==> config.mk <==
export PLATFORM = sky130hd
export DESIGN_NAME = morse_envelope_run_decoder_core_flat
export DESIGN_NICKNAME = d
export VERILOG_FILES = /design/src/hw/rtl/medr_pkg.sv /design/src/hw/rtl/medr_if.sv /design/src/hw/rtl/medr_datapath.sv /design/src/hw/rtl/medr_ctrl.sv /design/src/hw/rtl/morse_envelope_run_decoder_core.sv /design/src/flat_wrapper.sv
export SDC_FILE = /design/constraint.sdc
export NUM_CORES = 2
export LEC_CHECK = 0
export BUFFER_PORTS_ARGS = -buffer_cell sky130_fd_sc_hd__buf_2
export CAP_MARGIN = 20
export CORE_MARGIN = 1
export CORE_UTILIZATION = 40
export DETAILED_ROUTE_END_ITERATION = 8
export SETUP_SLACK_MARGIN = 0.05
export SLEW_MARGIN = 40
export SYNTH_ARGS = -nofsm -noshare
export SYNTH_HDL_FRONTEND = slang
export SYNTH_SLANG_ARGS = --single-unit
==> constraint.sdc <==
create_clock -name clk_i -period 6.93 [get_ports clk_i]
set_input_delay 0.693 -clock clk_i [delete_from_list [all_inputs] [get_ports clk_i]]
set_output_delay 0.693 -clock clk_i [all_outputs]
set_load 0.05 [all_outputs]
==> src/hw/rtl/medr_pkg.sv <==
// shared constants, codes and controller/datapath types for the morse envelope run decoder
`default_nettype none
package medr_pkg;

  localparam int unsigned RUN_DEPTH = 32;
  localparam int unsigned RUN_AW    = $clog2(RUN_DEPTH);
  localparam int unsigned CNT_W     = $clog2(RUN_DEPTH + 1);
  localparam int unsigned MAX_GROUP = 4096;

  localparam int unsigned SMP_W  = 16;
  localparam int unsigned MAG_W  = 16;
  localparam int unsigned GRP_W  = 13;
  localparam int unsigned LVL_W  = 15;
  localparam int unsigned FILL_W = $clog2(MAX_GROUP + 1);
  localparam int unsigned SUM_W  = FILL_W + MAG_W - 1;
  localparam int unsigned LIM_W  = FILL_W + LVL_W;
  localparam int unsigned CMP_W  = (SUM_W > LIM_W) ? SUM_W : LIM_W;
  localparam int unsigned LEN_W  = 16;
  localparam int unsigned ENT_W  = LEN_W + 1;
  localparam int unsigned THR_W  = LEN_W + 2;
  localparam int unsigned SYM_W  = 2;

  localparam int unsigned CFG_IDX_W  = 2;
  localparam int unsigned CFG_DATA_W = 16;

  localparam logic [CFG_IDX_W-1:0] CFG_GROUP_SIZE = 2'd0;
  localparam logic [CFG_IDX_W-1:0] CFG_LEVEL      = 2'd1;

  localparam logic [GRP_W-1:0] RESET_GROUP = 13'd882;
  localparam logic [LVL_W-1:0] RESET_LEVEL = 15'd50;

  localparam logic [SYM_W-1:0] SYM_DOT   = 2'd0;
  localparam logic [SYM_W-1:0] SYM_DASH  = 2'd1;
  localparam logic [SYM_W-1:0] SYM_SPACE = 2'd2;
  localparam logic [SYM_W-1:0] SYM_BREAK = 2'd3;

  typedef struct packed {
    logic acc;
    logic group;
    logic thr;
    logic rd;
    logic cls;
    logic shift;
    logic idx_next;
    logic flush;
    logic clear;
  } cmd_t;

  typedef struct packed {
    logic final_seen;
    logic no_runs;
    logic todo_any;
    logic can_shift;
    logic idx_last;
    logic pend_valid;
    logic out_free;
  } sts_t;

endpackage
`default_nettype wire

==> src/hw/rtl/medr_if.sv <==
// word channels: audio samples in, symbols out, register writes in
`default_nettype none
interface medr_sample_if;
  logic                              valid;
  logic                              ready;
  logic signed [medr_pkg::SMP_W-1:0] sample;
  logic                              final_req;
  modport source (output valid, sample, final_req, input ready);
  modport sink (input valid, sample, final_req, output ready);
endinterface

interface medr_symbol_if;
  logic                       valid;
  logic                       ready;
  logic [medr_pkg::SYM_W-1:0] symbol;
  logic                       last;
  logic                       overflow;
  modport source (output valid, symbol, last, overflow, input ready);
  modport sink (input valid, symbol, last, overflow, output ready);
endinterface

interface medr_cfg_if;
  logic                            valid;
  logic                            ready;
  logic [medr_pkg::CFG_IDX_W-1:0]  index;
  logic [medr_pkg::CFG_DATA_W-1:0] data;
  modport source (output valid, index, data, input ready);
  modport sink (input valid, index, data, output ready);
endinterface
`default_nettype wire

==> src/hw/rtl/medr_datapath.sv <==
// datapath: config registers, group accumulator, run tracking, run store and symbol output
`default_nettype none
module medr_datapath (
  input  wire                              clk_i,
  input  wire                              rst_ni,
  input  wire signed [medr_pkg::SMP_W-1:0] smp_sample_i,
  input  wire                              smp_final_i,
  input  wire                              cfg_we_i,
  input  wire  [medr_pkg::CFG_IDX_W-1:0]   cfg_index_i,
  input  wire  [medr_pkg::CFG_DATA_W-1:0]  cfg_data_i,
  input  medr_pkg::cmd_t                   cmd_i,
  output medr_pkg::sts_t                   sts_o,
  input  wire                              out_ready_i,
  output logic                             out_valid_o,
  output logic [medr_pkg::SYM_W-1:0]       out_symbol_o,
  output logic                             out_last_o,
  output logic                             out_overflow_o
);

  logic [medr_pkg::GRP_W-1:0]  group_size_q;
  logic [medr_pkg::LVL_W-1:0]  level_q;
  logic [medr_pkg::FILL_W-1:0] gsz_eff;
  logic [medr_pkg::LIM_W-1:0]  limit_q;

  logic [medr_pkg::MAG_W-1:0]  mag;
  logic [medr_pkg::SUM_W-1:0]  sum_q;
  logic [medr_pkg::FILL_W-1:0] fill_q;
  logic [medr_pkg::FILL_W-1:0] fill_inc;
  logic                        grp_done_q;
  logic                        final_q;
  logic                        lvl;

  logic                                  cur_q;
  logic                                  first_q;
  logic [medr_pkg::LEN_W-1:0]            len_q;
  logic [medr_pkg::CNT_W-1:0]            count_q;
  logic [1:0][medr_pkg::LEN_W-1:0]       short_q;
  logic [1:0][medr_pkg::LEN_W-1:0]       long_q;
  logic                                  ovf_q;
  logic                                  close_run;
  logic                                  store_we;

  logic [medr_pkg::ENT_W-1:0] mem [medr_pkg::RUN_DEPTH];
  logic [medr_pkg::ENT_W-1:0] rdata_q;

  logic signed [medr_pkg::THR_W-1:0] lg_q;
  logic signed [medr_pkg::THR_W-1:0] wg_q;
  logic [medr_pkg::LEN_W-1:0]        dash_q;
  logic [medr_pkg::LEN_W:0]          on_sum;
  logic [medr_pkg::RUN_AW-1:0]       idx_q;
  logic [medr_pkg::LEN_W-1:0]        rd_len;
  logic signed [medr_pkg::THR_W-1:0] rd_len_s;

  logic [1:0]                 todo_q;
  logic [medr_pkg::SYM_W-1:0] sym_a_q;
  logic [medr_pkg::SYM_W-1:0] pick;
  logic                       pend_valid_q;
  logic [medr_pkg::SYM_W-1:0] pend_sym_q;
  logic                       out_valid_q;
  logic                       out_free;
  logic                       push;

  // config registers
  always_ff @(posedge clk_i or negedge rst_ni) begin
    if (!rst_ni) begin
      group_size_q <= medr_pkg::RESET_GROUP;
      level_q      <= medr_pkg::RESET_LEVEL;
    end else if (cfg_we_i) begin
      priority if (cfg_index_i == medr_pkg::CFG_GROUP_SIZE) begin
        group_size_q <= cfg_data_i[medr_pkg::GRP_W-1:0];
      end else if (cfg_index_i == medr_pkg::CFG_LEVEL) begin
        level_q <= cfg_data_i[medr_pkg::LVL_W-1:0];
      end else begin
        group_size_q <= group_size_q;
      end
    end
  end

  always_comb begin
    if (group_size_q == '0) begin
      gsz_eff = medr_pkg::FILL_W'(1);
    end else if (32'(group_size_q) > medr_pkg::MAX_GROUP) begin
      gsz_eff = medr_pkg::FILL_W'(medr_pkg::MAX_GROUP);
    end else begin
      gsz_eff = medr_pkg::FILL_W'(group_size_q);
    end
  end

  // threshold product, registered every cycle
  always_ff @(posedge clk_i) begin
    limit_q <= medr_pkg::LIM_W'(gsz_eff) * medr_pkg::LIM_W'(level_q);
  end

  assign mag      = smp_sample_i[medr_pkg::SMP_W-1] ? medr_pkg::MAG_W'(-smp_sample_i)
                                                    : medr_pkg::MAG_W'(smp_sample_i);
  assign fill_inc = fill_q + medr_pkg::FILL_W'(1);
  assign lvl      = medr_pkg::CMP_W'(sum_q) > medr_pkg::CMP_W'(limit_q);

  assign close_run = cmd_i.group && grp_done_q && first_q && (lvl != cur_q);
  assign store_we  = close_run && (count_q < medr_pkg::CNT_W'(medr_pkg::RUN_DEPTH));

  // stream state
  always_ff @(posedge clk_i or negedge rst_ni) begin
    if (!rst_ni) begin
      sum_q      <= '0;
      fill_q     <= '0;
      grp_done_q <= 1'b0;
      final_q    <= 1'b0;
      cur_q      <= 1'b0;
      first_q    <= 1'b0;
      len_q      <= '0;
      count_q    <= '0;
      short_q    <= '1;
      long_q     <= '0;
      ovf_q      <= 1'b0;
    end else if (cmd_i.clear) begin
      sum_q      <= '0;
      fill_q     <= '0;
      grp_done_q <= 1'b0;
      final_q    <= 1'b0;
      cur_q      <= 1'b0;
      first_q    <= 1'b0;
      len_q      <= '0;
      count_q    <= '0;
      short_q    <= '1;
      long_q     <= '0;
      ovf_q      <= 1'b0;
    end else if (cmd_i.acc) begin
      sum_q      <= sum_q + medr_pkg::SUM_W'(mag);
      fill_q     <= fill_inc;
      grp_done_q <= fill_inc >= gsz_eff;
      final_q    <= smp_final_i;
    end else if (cmd_i.group && grp_done_q) begin
      sum_q  <= '0;
      fill_q <= '0;
      if (!first_q) begin
        first_q <= 1'b1;
        cur_q   <= lvl;
        len_q   <= medr_pkg::LEN_W'(1);
      end else if (lvl == cur_q) begin
        if (len_q != '1) begin
          len_q <= len_q + medr_pkg::LEN_W'(1);
        end
      end else begin
        if (len_q > long_q[cur_q]) begin
          long_q[cur_q] <= len_q;
        end
        if (len_q < short_q[cur_q]) begin
          short_q[cur_q] <= len_q;
        end
        if (store_we) begin
          count_q <= count_q + medr_pkg::CNT_W'(1);
        end else begin
          ovf_q <= 1'b1;
        end
        cur_q <= lvl;
        len_q <= medr_pkg::LEN_W'(1);
      end
    end
  end

  // run store
  always_ff @(posedge clk_i) begin
    if (store_we) begin
      mem[count_q[medr_pkg::RUN_AW-1:0]] <= {cur_q, len_q};
    end
    if (cmd_i.rd) begin
      rdata_q <= mem[idx_q];
    end
  end

  // replay thresholds
  assign on_sum = {1'b0, short_q[1]} + {1'b0, long_q[1]};

  always_ff @(posedge clk_i) begin
    if (cmd_i.thr) begin
      lg_q   <= $signed({1'b0, short_q[0], 1'b0}) - medr_pkg::THR_W'(1);
      wg_q   <= $signed({2'b00, long_q[0]}) - $signed({2'b00, short_q[0]});
      dash_q <= on_sum[medr_pkg::LEN_W:1];
    end
  end

  assign rd_len   = rdata_q[medr_pkg::LEN_W-1:0];
  assign rd_len_s = $signed({2'b00, rd_len});
  assign pick     = todo_q[0] ? sym_a_q : medr_pkg::SYM_BREAK;
  assign out_free = !out_valid_q || out_ready_i;
  assign push     = (cmd_i.shift || cmd_i.flush) && pend_valid_q;

  always_ff @(posedge clk_i or negedge rst_ni) begin
    if (!rst_ni) begin
      idx_q        <= '0;
      todo_q       <= '0;
      pend_valid_q <= 1'b0;
      out_valid_q  <= 1'b0;
    end else begin
      if (cmd_i.thr) begin
        idx_q <= '0;
      end else if (cmd_i.idx_next) begin
        idx_q <= idx_q + medr_pkg::RUN_AW'(1);
      end
      if (cmd_i.cls) begin
        if (rdata_q[medr_pkg::LEN_W]) begin
          todo_q <= 2'b01;
        end else begin
          todo_q <= {rd_len_s > wg_q, rd_len_s > lg_q};
        end
      end else if (cmd_i.shift) begin
        todo_q <= todo_q[0] ? {todo_q[1], 1'b0} : 2'b00;
      end
      if (cmd_i.shift) begin
        pend_valid_q <= 1'b1;
      end else if (cmd_i.flush) begin
        pend_valid_q <= 1'b0;
      end
      if (push) begin
        out_valid_q <= 1'b1;
      end else if (out_ready_i) begin
        out_valid_q <= 1'b0;
      end
    end
  end

  always_ff @(posedge clk_i) begin
    if (cmd_i.cls) begin
      if (rdata_q[medr_pkg::LEN_W]) begin
        sym_a_q <= (rd_len > dash_q) ? medr_pkg::SYM_DASH : medr_pkg::SYM_DOT;
      end else begin
        sym_a_q <= medr_pkg::SYM_SPACE;
      end
    end
    if (cmd_i.shift) begin
      pend_sym_q <= pick;
    end
    if (push) begin
      out_symbol_o   <= pend_sym_q;
      out_last_o     <= cmd_i.flush;
      out_overflow_o <= ovf_q;
    end
  end

  assign out_valid_o = out_valid_q;

  always_comb begin
    sts_o.final_seen = final_q;
    sts_o.no_runs    = (count_q == '0);
    sts_o.todo_any   = |todo_q;
    sts_o.can_shift  = !pend_valid_q || out_free;
    sts_o.idx_last   = (medr_pkg::CNT_W'(idx_q) + medr_pkg::CNT_W'(1)) == count_q;
    sts_o.pend_valid = pend_valid_q;
    sts_o.out_free   = out_free;
  end

  a_count_bound: assert property (@(posedge clk_i) disable iff (!rst_ni)
    count_q <= medr_pkg::CNT_W'(medr_pkg::RUN_DEPTH))
    else $error("run count beyond store depth");

  a_ovf_full: assert property (@(posedge clk_i) disable iff (!rst_ni)
    ovf_q |-> count_q == medr_pkg::CNT_W'(medr_pkg::RUN_DEPTH))
    else $error("overflow flagged with room left in store");

  a_min_max: assert property (@(posedge clk_i) disable iff (!rst_ni)
    (long_q[0] == '0 || short_q[0] <= long_q[0]) &&
    (long_q[1] == '0 || short_q[1] <= long_q[1]))
    else $error("shortest run above longest run");

  a_run_len: assert property (@(posedge clk_i) disable iff (!rst_ni)
    first_q |-> len_q != '0)
    else $error("open run has zero length");

endmodule
`default_nettype wire

==> src/hw/rtl/medr_ctrl.sv <==
// controller state machine: sample intake, group update, threshold setup and run replay
`default_nettype none
module medr_ctrl (
  input  wire             clk_i,
  input  wire             rst_ni,
  input  wire             in_valid_i,
  output logic            in_ready_o,
  input  medr_pkg::sts_t  sts_i,
  output medr_pkg::cmd_t  cmd_o
);

  localparam logic [2:0] S_IDLE  = 3'd0;
  localparam logic [2:0] S_GROUP = 3'd1;
  localparam logic [2:0] S_THR   = 3'd2;
  localparam logic [2:0] S_RD    = 3'd3;
  localparam logic [2:0] S_CLS   = 3'd4;
  localparam logic [2:0] S_EMIT  = 3'd5;
  localparam logic [2:0] S_FLUSH = 3'd6;
  localparam logic [2:0] S_CLEAR = 3'd7;

  logic [2:0] state_q;
  logic [2:0] state_d;

  always_comb begin
    cmd_o      = '0;
    state_d    = state_q;
    in_ready_o = (state_q == S_IDLE);
    unique case (state_q)
      S_IDLE: begin
        if (in_valid_i) begin
          cmd_o.acc = 1'b1;
          state_d   = S_GROUP;
        end
      end
      S_GROUP: begin
        cmd_o.group = 1'b1;
        state_d     = sts_i.final_seen ? S_THR : S_IDLE;
      end
      S_THR: begin
        cmd_o.thr = 1'b1;
        state_d   = sts_i.no_runs ? S_CLEAR : S_RD;
      end
      S_RD: begin
        cmd_o.rd = 1'b1;
        state_d  = S_CLS;
      end
      S_CLS: begin
        cmd_o.cls = 1'b1;
        state_d   = S_EMIT;
      end
      S_EMIT: begin
        if (!sts_i.todo_any) begin
          if (sts_i.idx_last) begin
            state_d = S_FLUSH;
          end else begin
            cmd_o.idx_next = 1'b1;
            state_d        = S_RD;
          end
        end else if (sts_i.can_shift) begin
          cmd_o.shift = 1'b1;
        end
      end
      S_FLUSH: begin
        if (!sts_i.pend_valid) begin
          state_d = S_CLEAR;
        end else if (sts_i.out_free) begin
          cmd_o.flush = 1'b1;
          state_d     = S_CLEAR;
        end
      end
      S_CLEAR: begin
        cmd_o.clear = 1'b1;
        state_d     = S_IDLE;
      end
    endcase
  end

  always_ff @(posedge clk_i or negedge rst_ni) begin
    if (!rst_ni) begin
      state_q <= S_IDLE;
    end else begin
      state_q <= state_d;
    end
  end

endmodule
`default_nettype wire

==> src/hw/rtl/morse_envelope_run_decoder_core.sv <==
// Morse envelope run decoder top level. Each accepted audio sample takes two steps:
// the first adds its magnitude into the group sum, the second, once the group is
// complete, compares it with group_size*level and updates the run tracker and its
// 32-entry run store. The sample marked final_req then starts a replay: a threshold
// step, then per stored run a store read, a classify step and an emit step that
// sends one symbol per cycle while the output can take them; a flush step sends the
// held last symbol and a clear step resets the stream state. No sample is taken
// during the replay. A held-symbol register lets replay run ahead by one symbol
// while the sink stalls. Register writes are meant for idle time only.
`default_nettype none
module morse_envelope_run_decoder_core (
  input wire             clk_i,
  input wire             rst_ni,
  medr_sample_if.sink    smp_i,
  medr_symbol_if.source  sym_o,
  medr_cfg_if.sink       cfg_i
);

  medr_pkg::cmd_t cmd;
  medr_pkg::sts_t sts;
  logic           in_ready;
  logic           cfg_we;

  assign smp_i.ready = in_ready;
  assign cfg_i.ready = 1'b1;
  assign cfg_we      = cfg_i.valid;

  medr_ctrl u_ctrl (
    .clk_i      (clk_i),
    .rst_ni     (rst_ni),
    .in_valid_i (smp_i.valid),
    .in_ready_o (in_ready),
    .sts_i      (sts),
    .cmd_o      (cmd)
  );

  medr_datapath u_datapath (
    .clk_i          (clk_i),
    .rst_ni         (rst_ni),
    .smp_sample_i   (smp_i.sample),
    .smp_final_i    (smp_i.final_req),
    .cfg_we_i       (cfg_we),
    .cfg_index_i    (cfg_i.index),
    .cfg_data_i     (cfg_i.data),
    .cmd_i          (cmd),
    .sts_o          (sts),
    .out_ready_i    (sym_o.ready),
    .out_valid_o    (sym_o.valid),
    .out_symbol_o   (sym_o.symbol),
    .out_last_o     (sym_o.last),
    .out_overflow_o (sym_o.overflow)
  );

endmodule
`default_nettype wire
==> src/flat_wrapper.sv <==
// flat-port wrapper written by rule: the top's interface ports become plain ports
module morse_envelope_run_decoder_core_flat 
  (clk_i, rst_ni, smp_i_valid, smp_i_sample, smp_i_final_req, smp_i_ready, sym_o_valid, sym_o_symbol, sym_o_last, sym_o_overflow, sym_o_ready, cfg_i_valid, cfg_i_index, cfg_i_data, cfg_i_ready);
  medr_sample_if smp_i_i ();
  medr_symbol_if sym_o_i ();
  medr_cfg_if cfg_i_i ();
  input wire clk_i;
  input wire rst_ni;
  input wire logic [$bits(smp_i_i.valid)-1:0] smp_i_valid;
  input wire logic [$bits(smp_i_i.sample)-1:0] smp_i_sample;
  input wire logic [$bits(smp_i_i.final_req)-1:0] smp_i_final_req;
  output wire logic [$bits(smp_i_i.ready)-1:0] smp_i_ready;
  output wire logic [$bits(sym_o_i.valid)-1:0] sym_o_valid;
  output wire logic [$bits(sym_o_i.symbol)-1:0] sym_o_symbol;
  output wire logic [$bits(sym_o_i.last)-1:0] sym_o_last;
  output wire logic [$bits(sym_o_i.overflow)-1:0] sym_o_overflow;
  input wire logic [$bits(sym_o_i.ready)-1:0] sym_o_ready;
  input wire logic [$bits(cfg_i_i.valid)-1:0] cfg_i_valid;
  input wire logic [$bits(cfg_i_i.index)-1:0] cfg_i_index;
  input wire logic [$bits(cfg_i_i.data)-1:0] cfg_i_data;
  output wire logic [$bits(cfg_i_i.ready)-1:0] cfg_i_ready;
  assign smp_i_i.valid = smp_i_valid;
  assign smp_i_i.sample = smp_i_sample;
  assign smp_i_i.final_req = smp_i_final_req;
  assign smp_i_ready = smp_i_i.ready;
  assign sym_o_valid = sym_o_i.valid;
  assign sym_o_symbol = sym_o_i.symbol;
  assign sym_o_last = sym_o_i.last;
  assign sym_o_overflow = sym_o_i.overflow;
  assign sym_o_i.ready = sym_o_ready;
  assign cfg_i_i.valid = cfg_i_valid;
  assign cfg_i_i.index = cfg_i_index;
  assign cfg_i_i.data = cfg_i_data;
  assign cfg_i_ready = cfg_i_i.ready;
  morse_envelope_run_decoder_core u_core (.clk_i(clk_i), .rst_ni(rst_ni), .smp_i(smp_i_i), .sym_o(sym_o_i), .cfg_i(cfg_i_i));
endmodule
==> flow_summary.toml <==
[outcome]
outcome = "complete, no violations"

[grt]
antenna_found_initial = 2
globalRouteTotalUtil_pct = 18.36
grt_pass1_wl_microns = 155900
gr-total-overflow = 0
grt_max_degree = 88
grt_pass1_vias = 26490

[die]
rows = 120
start_util_pct = 40.54
die_width_microns = 332.3
io_pins = 47
core_sq_mm = 0.1077
dieHeight_microns = 332.3
die_area_sq_mm = 0.1104

[synthesis]
synth_compound_area_share_pct = 5.488
ys_top_cells_by_area = "edfxtp_1 43%, mux4_2 8.8%, dfrtp_1 7.5%"
synth-edff-count = 619
yosysWarnings = 0
synth_top_family_by_area = "adder cells"
ys_ff_latch = 819
syn_nets = 3663
yosys-mux-area-fraction_pct = 11.84
syn_area_per_cell_sq_um = 13.52
syn_inst = 3229
yosysTopAreaCellShare_pct = 42.59
synth-simple-area-share_pct = 8.644
async_flop_share_pct = 21.00
netlist_area_sq_mm = 0.04364
seq_area_frac_synth_pct = 53.86
synth_xor_area_share_pct = 2.325
synth_fa_ha_area_share_pct = 13.81
yosysTopAreaCell = "edfxtp_1"
synth_flop_cell = "edfxtp_1"
ys_types = 80

[power_and_ir_drop]
p_per_area_mw_per_mm2 = 393.0
total_leakage_power_nw = 19.13
ir_drop_uv = 614.2

[clock_tree]
clkTransAtPathRegs_ns = 0.06
hold_buffers = 0
clock_latency_ns = 0.67
cts_root_buf = "clkbuf_16"
numCtsBuffers = 89
cts_tree = "done"
h-tree-depth = 3
cts_buffer_depth = 3
ctsResizeCount = 0
post_cts.repair.setup_buffers = 0
cts.sinks = 819

[sta]
min_period_ns = 6.013
timing.final.crit_share_pct = 86.76
finalMaxSlewViolations = 0
grt_setup_unrepaired = "no"
setup_violations = 0
finalHoldViolations = 0
max_slew.worst_pin.slew_ns = 0.8094
slew_headroom_pct = 44.65
worst_slack_ns = 0.9174
max_freq_ghz = 0.1663
fin_tns_setup_ns = 0
fin_skew_ns = 0.03548

[worst_setup_path]
endpoint = "u_core.u_datapath.limit_q[27]"
path_max_fanout = 10
cp.arrival_ns = 6.58
rr_endpoint = "u_core.u_datapath.limit_q[27]"
startpoint = "u_core.u_datapath.group_size_q[6]"
required_ns = 7.49
r2r_cells = 21
ff2ff_setup_slack_ns = 0.92
cp-end-kind = "flop"
startpoint_type = "flop"
r2r-start = "u_core.u_datapath.group_size_q[6]"
critPathKind = "reg2reg"

[finish]
synthToLayoutAreaGrowth_pct = 11.51
n_antenna_cell = 0
final_net_count = 3756
layout-drive-gt1-share_pct = 16.07

[hold_path]
holdCritPathClass = "in2async"

[placement]
place_ws_ns = 0.9336
hpwl_microns = 66820
port_buffers = 44
place_congestion = 0.8470

[drt]
dr_total_vias = 25900
drt-initial-drc-count = 2043
via_per_inst = 5.396
wl_per_cell_microns = 20.77
dr.pass1.iters = 5
final_antenna_net_count = 0
drt_drc_violations_left = 0
routed_wl_microns = 99680

[flow_run]
cap_violations = 0
## how the worst min path moves through the flow
| stage | startpoint | end | slack, ns | cells after the start |
|---|---|---|---|---|
| after global routing | rst_ni | u_core.u_datapath.sum_q[27] | 0.04 | 1 |
| final | rst_ni | u_core.u_datapath.sum_q[27] | 0.02 | 1 |
| after global placement | u_core.u_datapath.pend_sym_q[0] | u_core.u_datapath.out_symbol_o[0] | 0.40 | 0 |
| after CTS | rst_ni | u_core.u_datapath.sum_q[1] | 0.004 | 1 |
| after floorplan | rst_ni | u_core.u_ctrl.state_q[0] | 0.40 | 0 |
| after detailed placement | u_core.u_datapath.pend_sym_q[1] | u_core.u_datapath.out_symbol_o[1] | 0.40 | 0 |
## cell usage in the layout (no fill, tap or decap), drive strengths merged, types with 6 or more instances in the layout
cell type  netlist  routed
edfxtp         619     619
fa             146     146
ha             248     248
xor2            27      27
and4             8       8
clkinv           0      30
a21o            33      33
inv            337     341
clkbuf          84     126
mux2i           82      82
nand4           32      32
mux4           170     170
or3             13      13
a211oi          10      10
o21ai           79      79
nand3           63      63
nand2b          11      11
nor2            93      93
dfrtp          131     131
dfstp           41      41
a21oi           92      92
o31a             6       6
xnor2           88      88
and3            40      40
dfxtp           28      28
nor2b           33      33
o31ai           16      16
and2            86      86
nor4            17      17
a31oi           12      12
nand2          322     322
buf             37     122
o21a            31      31
o211ai          34      34
nor3            43      43
mux2            46      46
## power by group
group	internal, mW	switching (mW)	total (mW)
sequential	5.99	0.458	6.45
combinational	3.53	4.60	8.14
clock	2.58	1.97	4.55
## critical path, stage by stage (launching register included)
cell and delay (ns):
dfstp_2 0.37, nor4_1 0.28, a31oi_1 0.16, nor2_1 0.44
buf_4 0.27, nand2_1 0.10, fa_1 0.54, inv_1 0.05
fa_1 0.50, inv_1 0.05, fa_1 0.46, fa_1 0.54
inv_1 0.04, ha_1 0.22, or3_1 0.38, o221ai_1 0.25
o211ai_1 0.20, and3_1 0.23, nor3_1 0.37, o31ai_1 0.15
a21oi_1 0.19, xnor2_1 0.13
## registers in the layout, summed over array words and instances, names as in the netlist, 2 cells and up
signal	cells
u_core.u_datapath.level_q	15
u_core.u_datapath.wg_q	17
u_core.u_datapath.lg_q	17
u_core.u_datapath.sym_a_q	2
u_core.u_ctrl.state_q	3
u_core.u_datapath.dash_q	16
u_core.u_datapath.limit_q	28
u_core.u_datapath.group_size_q	13
u_core.u_datapath.count_q	6
u_core.u_datapath.rdata_q	17
u_core.u_datapath.out_symbol_o	2
u_core.u_datapath.short_q	32
u_core.u_datapath.todo_q	2
u_core.u_datapath.long_q	32
u_core.u_datapath.pend_sym_q	2
u_core.u_datapath.len_q	16
u_core.u_datapath.idx_q	5
u_core.u_datapath.mem	544
u_core.u_datapath.fill_q	13
u_core.u_datapath.sum_q	28
## synth_stat cells, types with 6 or more instances
cell and number:
mux4_2 170, a21oi_1 90, a31oi_1 12, nor3_1 41
and4_1 8, inv_1 337, xor2_1 26, o31ai_1 16
nor2b_1 33, and3_1 40, nor4_1 17, or3_1 13
nand2b_1 11, a211oi_1 10, o21a_1 31, nand3_1 63
buf_1 15, and2_1 85, a21o_1 33, clkbuf_1 84
nand2_1 322, dfxtp_1 28, xnor2_1 88, mux2i_1 82
o31a_1 6, ha_1 248, edfxtp_1 619, mux2_2 45
buf_2 19, dfrtp_1 131, nor2_1 93, fa_1 146
o211ai_1 34, nand4_1 32, o21ai_0 78, dfstp_2 41
## layer usage
metal | track usage [%] | routed length [microns] | part of all wire [%] | vias to the layer above
li1 | - | - | - | 11920
met5 | 0 | 34 | 0.034 | -
met4 | 5.959 | 2744 | 2.8 | 4
met2 | 30.20 | 47830 | 48 | 611
met3 | 2.586 | 5064 | 5.1 | 160
met1 | 25.08 | 44010 | 44 | 13210
## kinds of logic (layout without fill, tap and decap cells)
| logic type | Yosys count | in the layout |
|---|---|---|
| flip-flops | 819 | 819 |
| AND/OR/NAND/NOR | 778 | 778 |
| buffers and inverters | 458 | 626 |
| adder cells (fa/ha/maj) | 394 | 394 |
| AO/OA/AOI/OAI | 366 | 366 |
| multiplexers | 298 | 298 |
| XOR/XNOR | 115 | 115 |
| other | 1 | 1 |
## stage by stage
| step | total power [mW] | cells | util, % | hold WS, ns | cell area, sq um |
|---|---|---|---|---|---|
| floorplan | 12.88 | 3229 | - | 0.3974 | 43640 |
| global placement | 14.66 | 4632 | 42.52 | 0.4049 | 45780 |
| detailed placement | 14.74 | 4633 | 42.57 | 0.4045 | 45830 |
| CTS | 19.38 | 4799 | 45.19 | 0.004136 | 48650 |
| global route | 20.73 | 4800 | 45.21 | 0.03516 | 48670 |
| finish | 19.13 | 4800 | 45.21 | 0.02289 | 48670 |
## layout make-up
class,count,area (sq um)
timing repair buffer,123,864.6
clock inverter,41,351.6
fill,9529,58990
multi-input combinational,1952,18450
clock buffer,125,2465
sequential,819,23520
tap,1403,1755
inverter,337,1265
No activity file was read; power rests on OpenSTA's default activity.
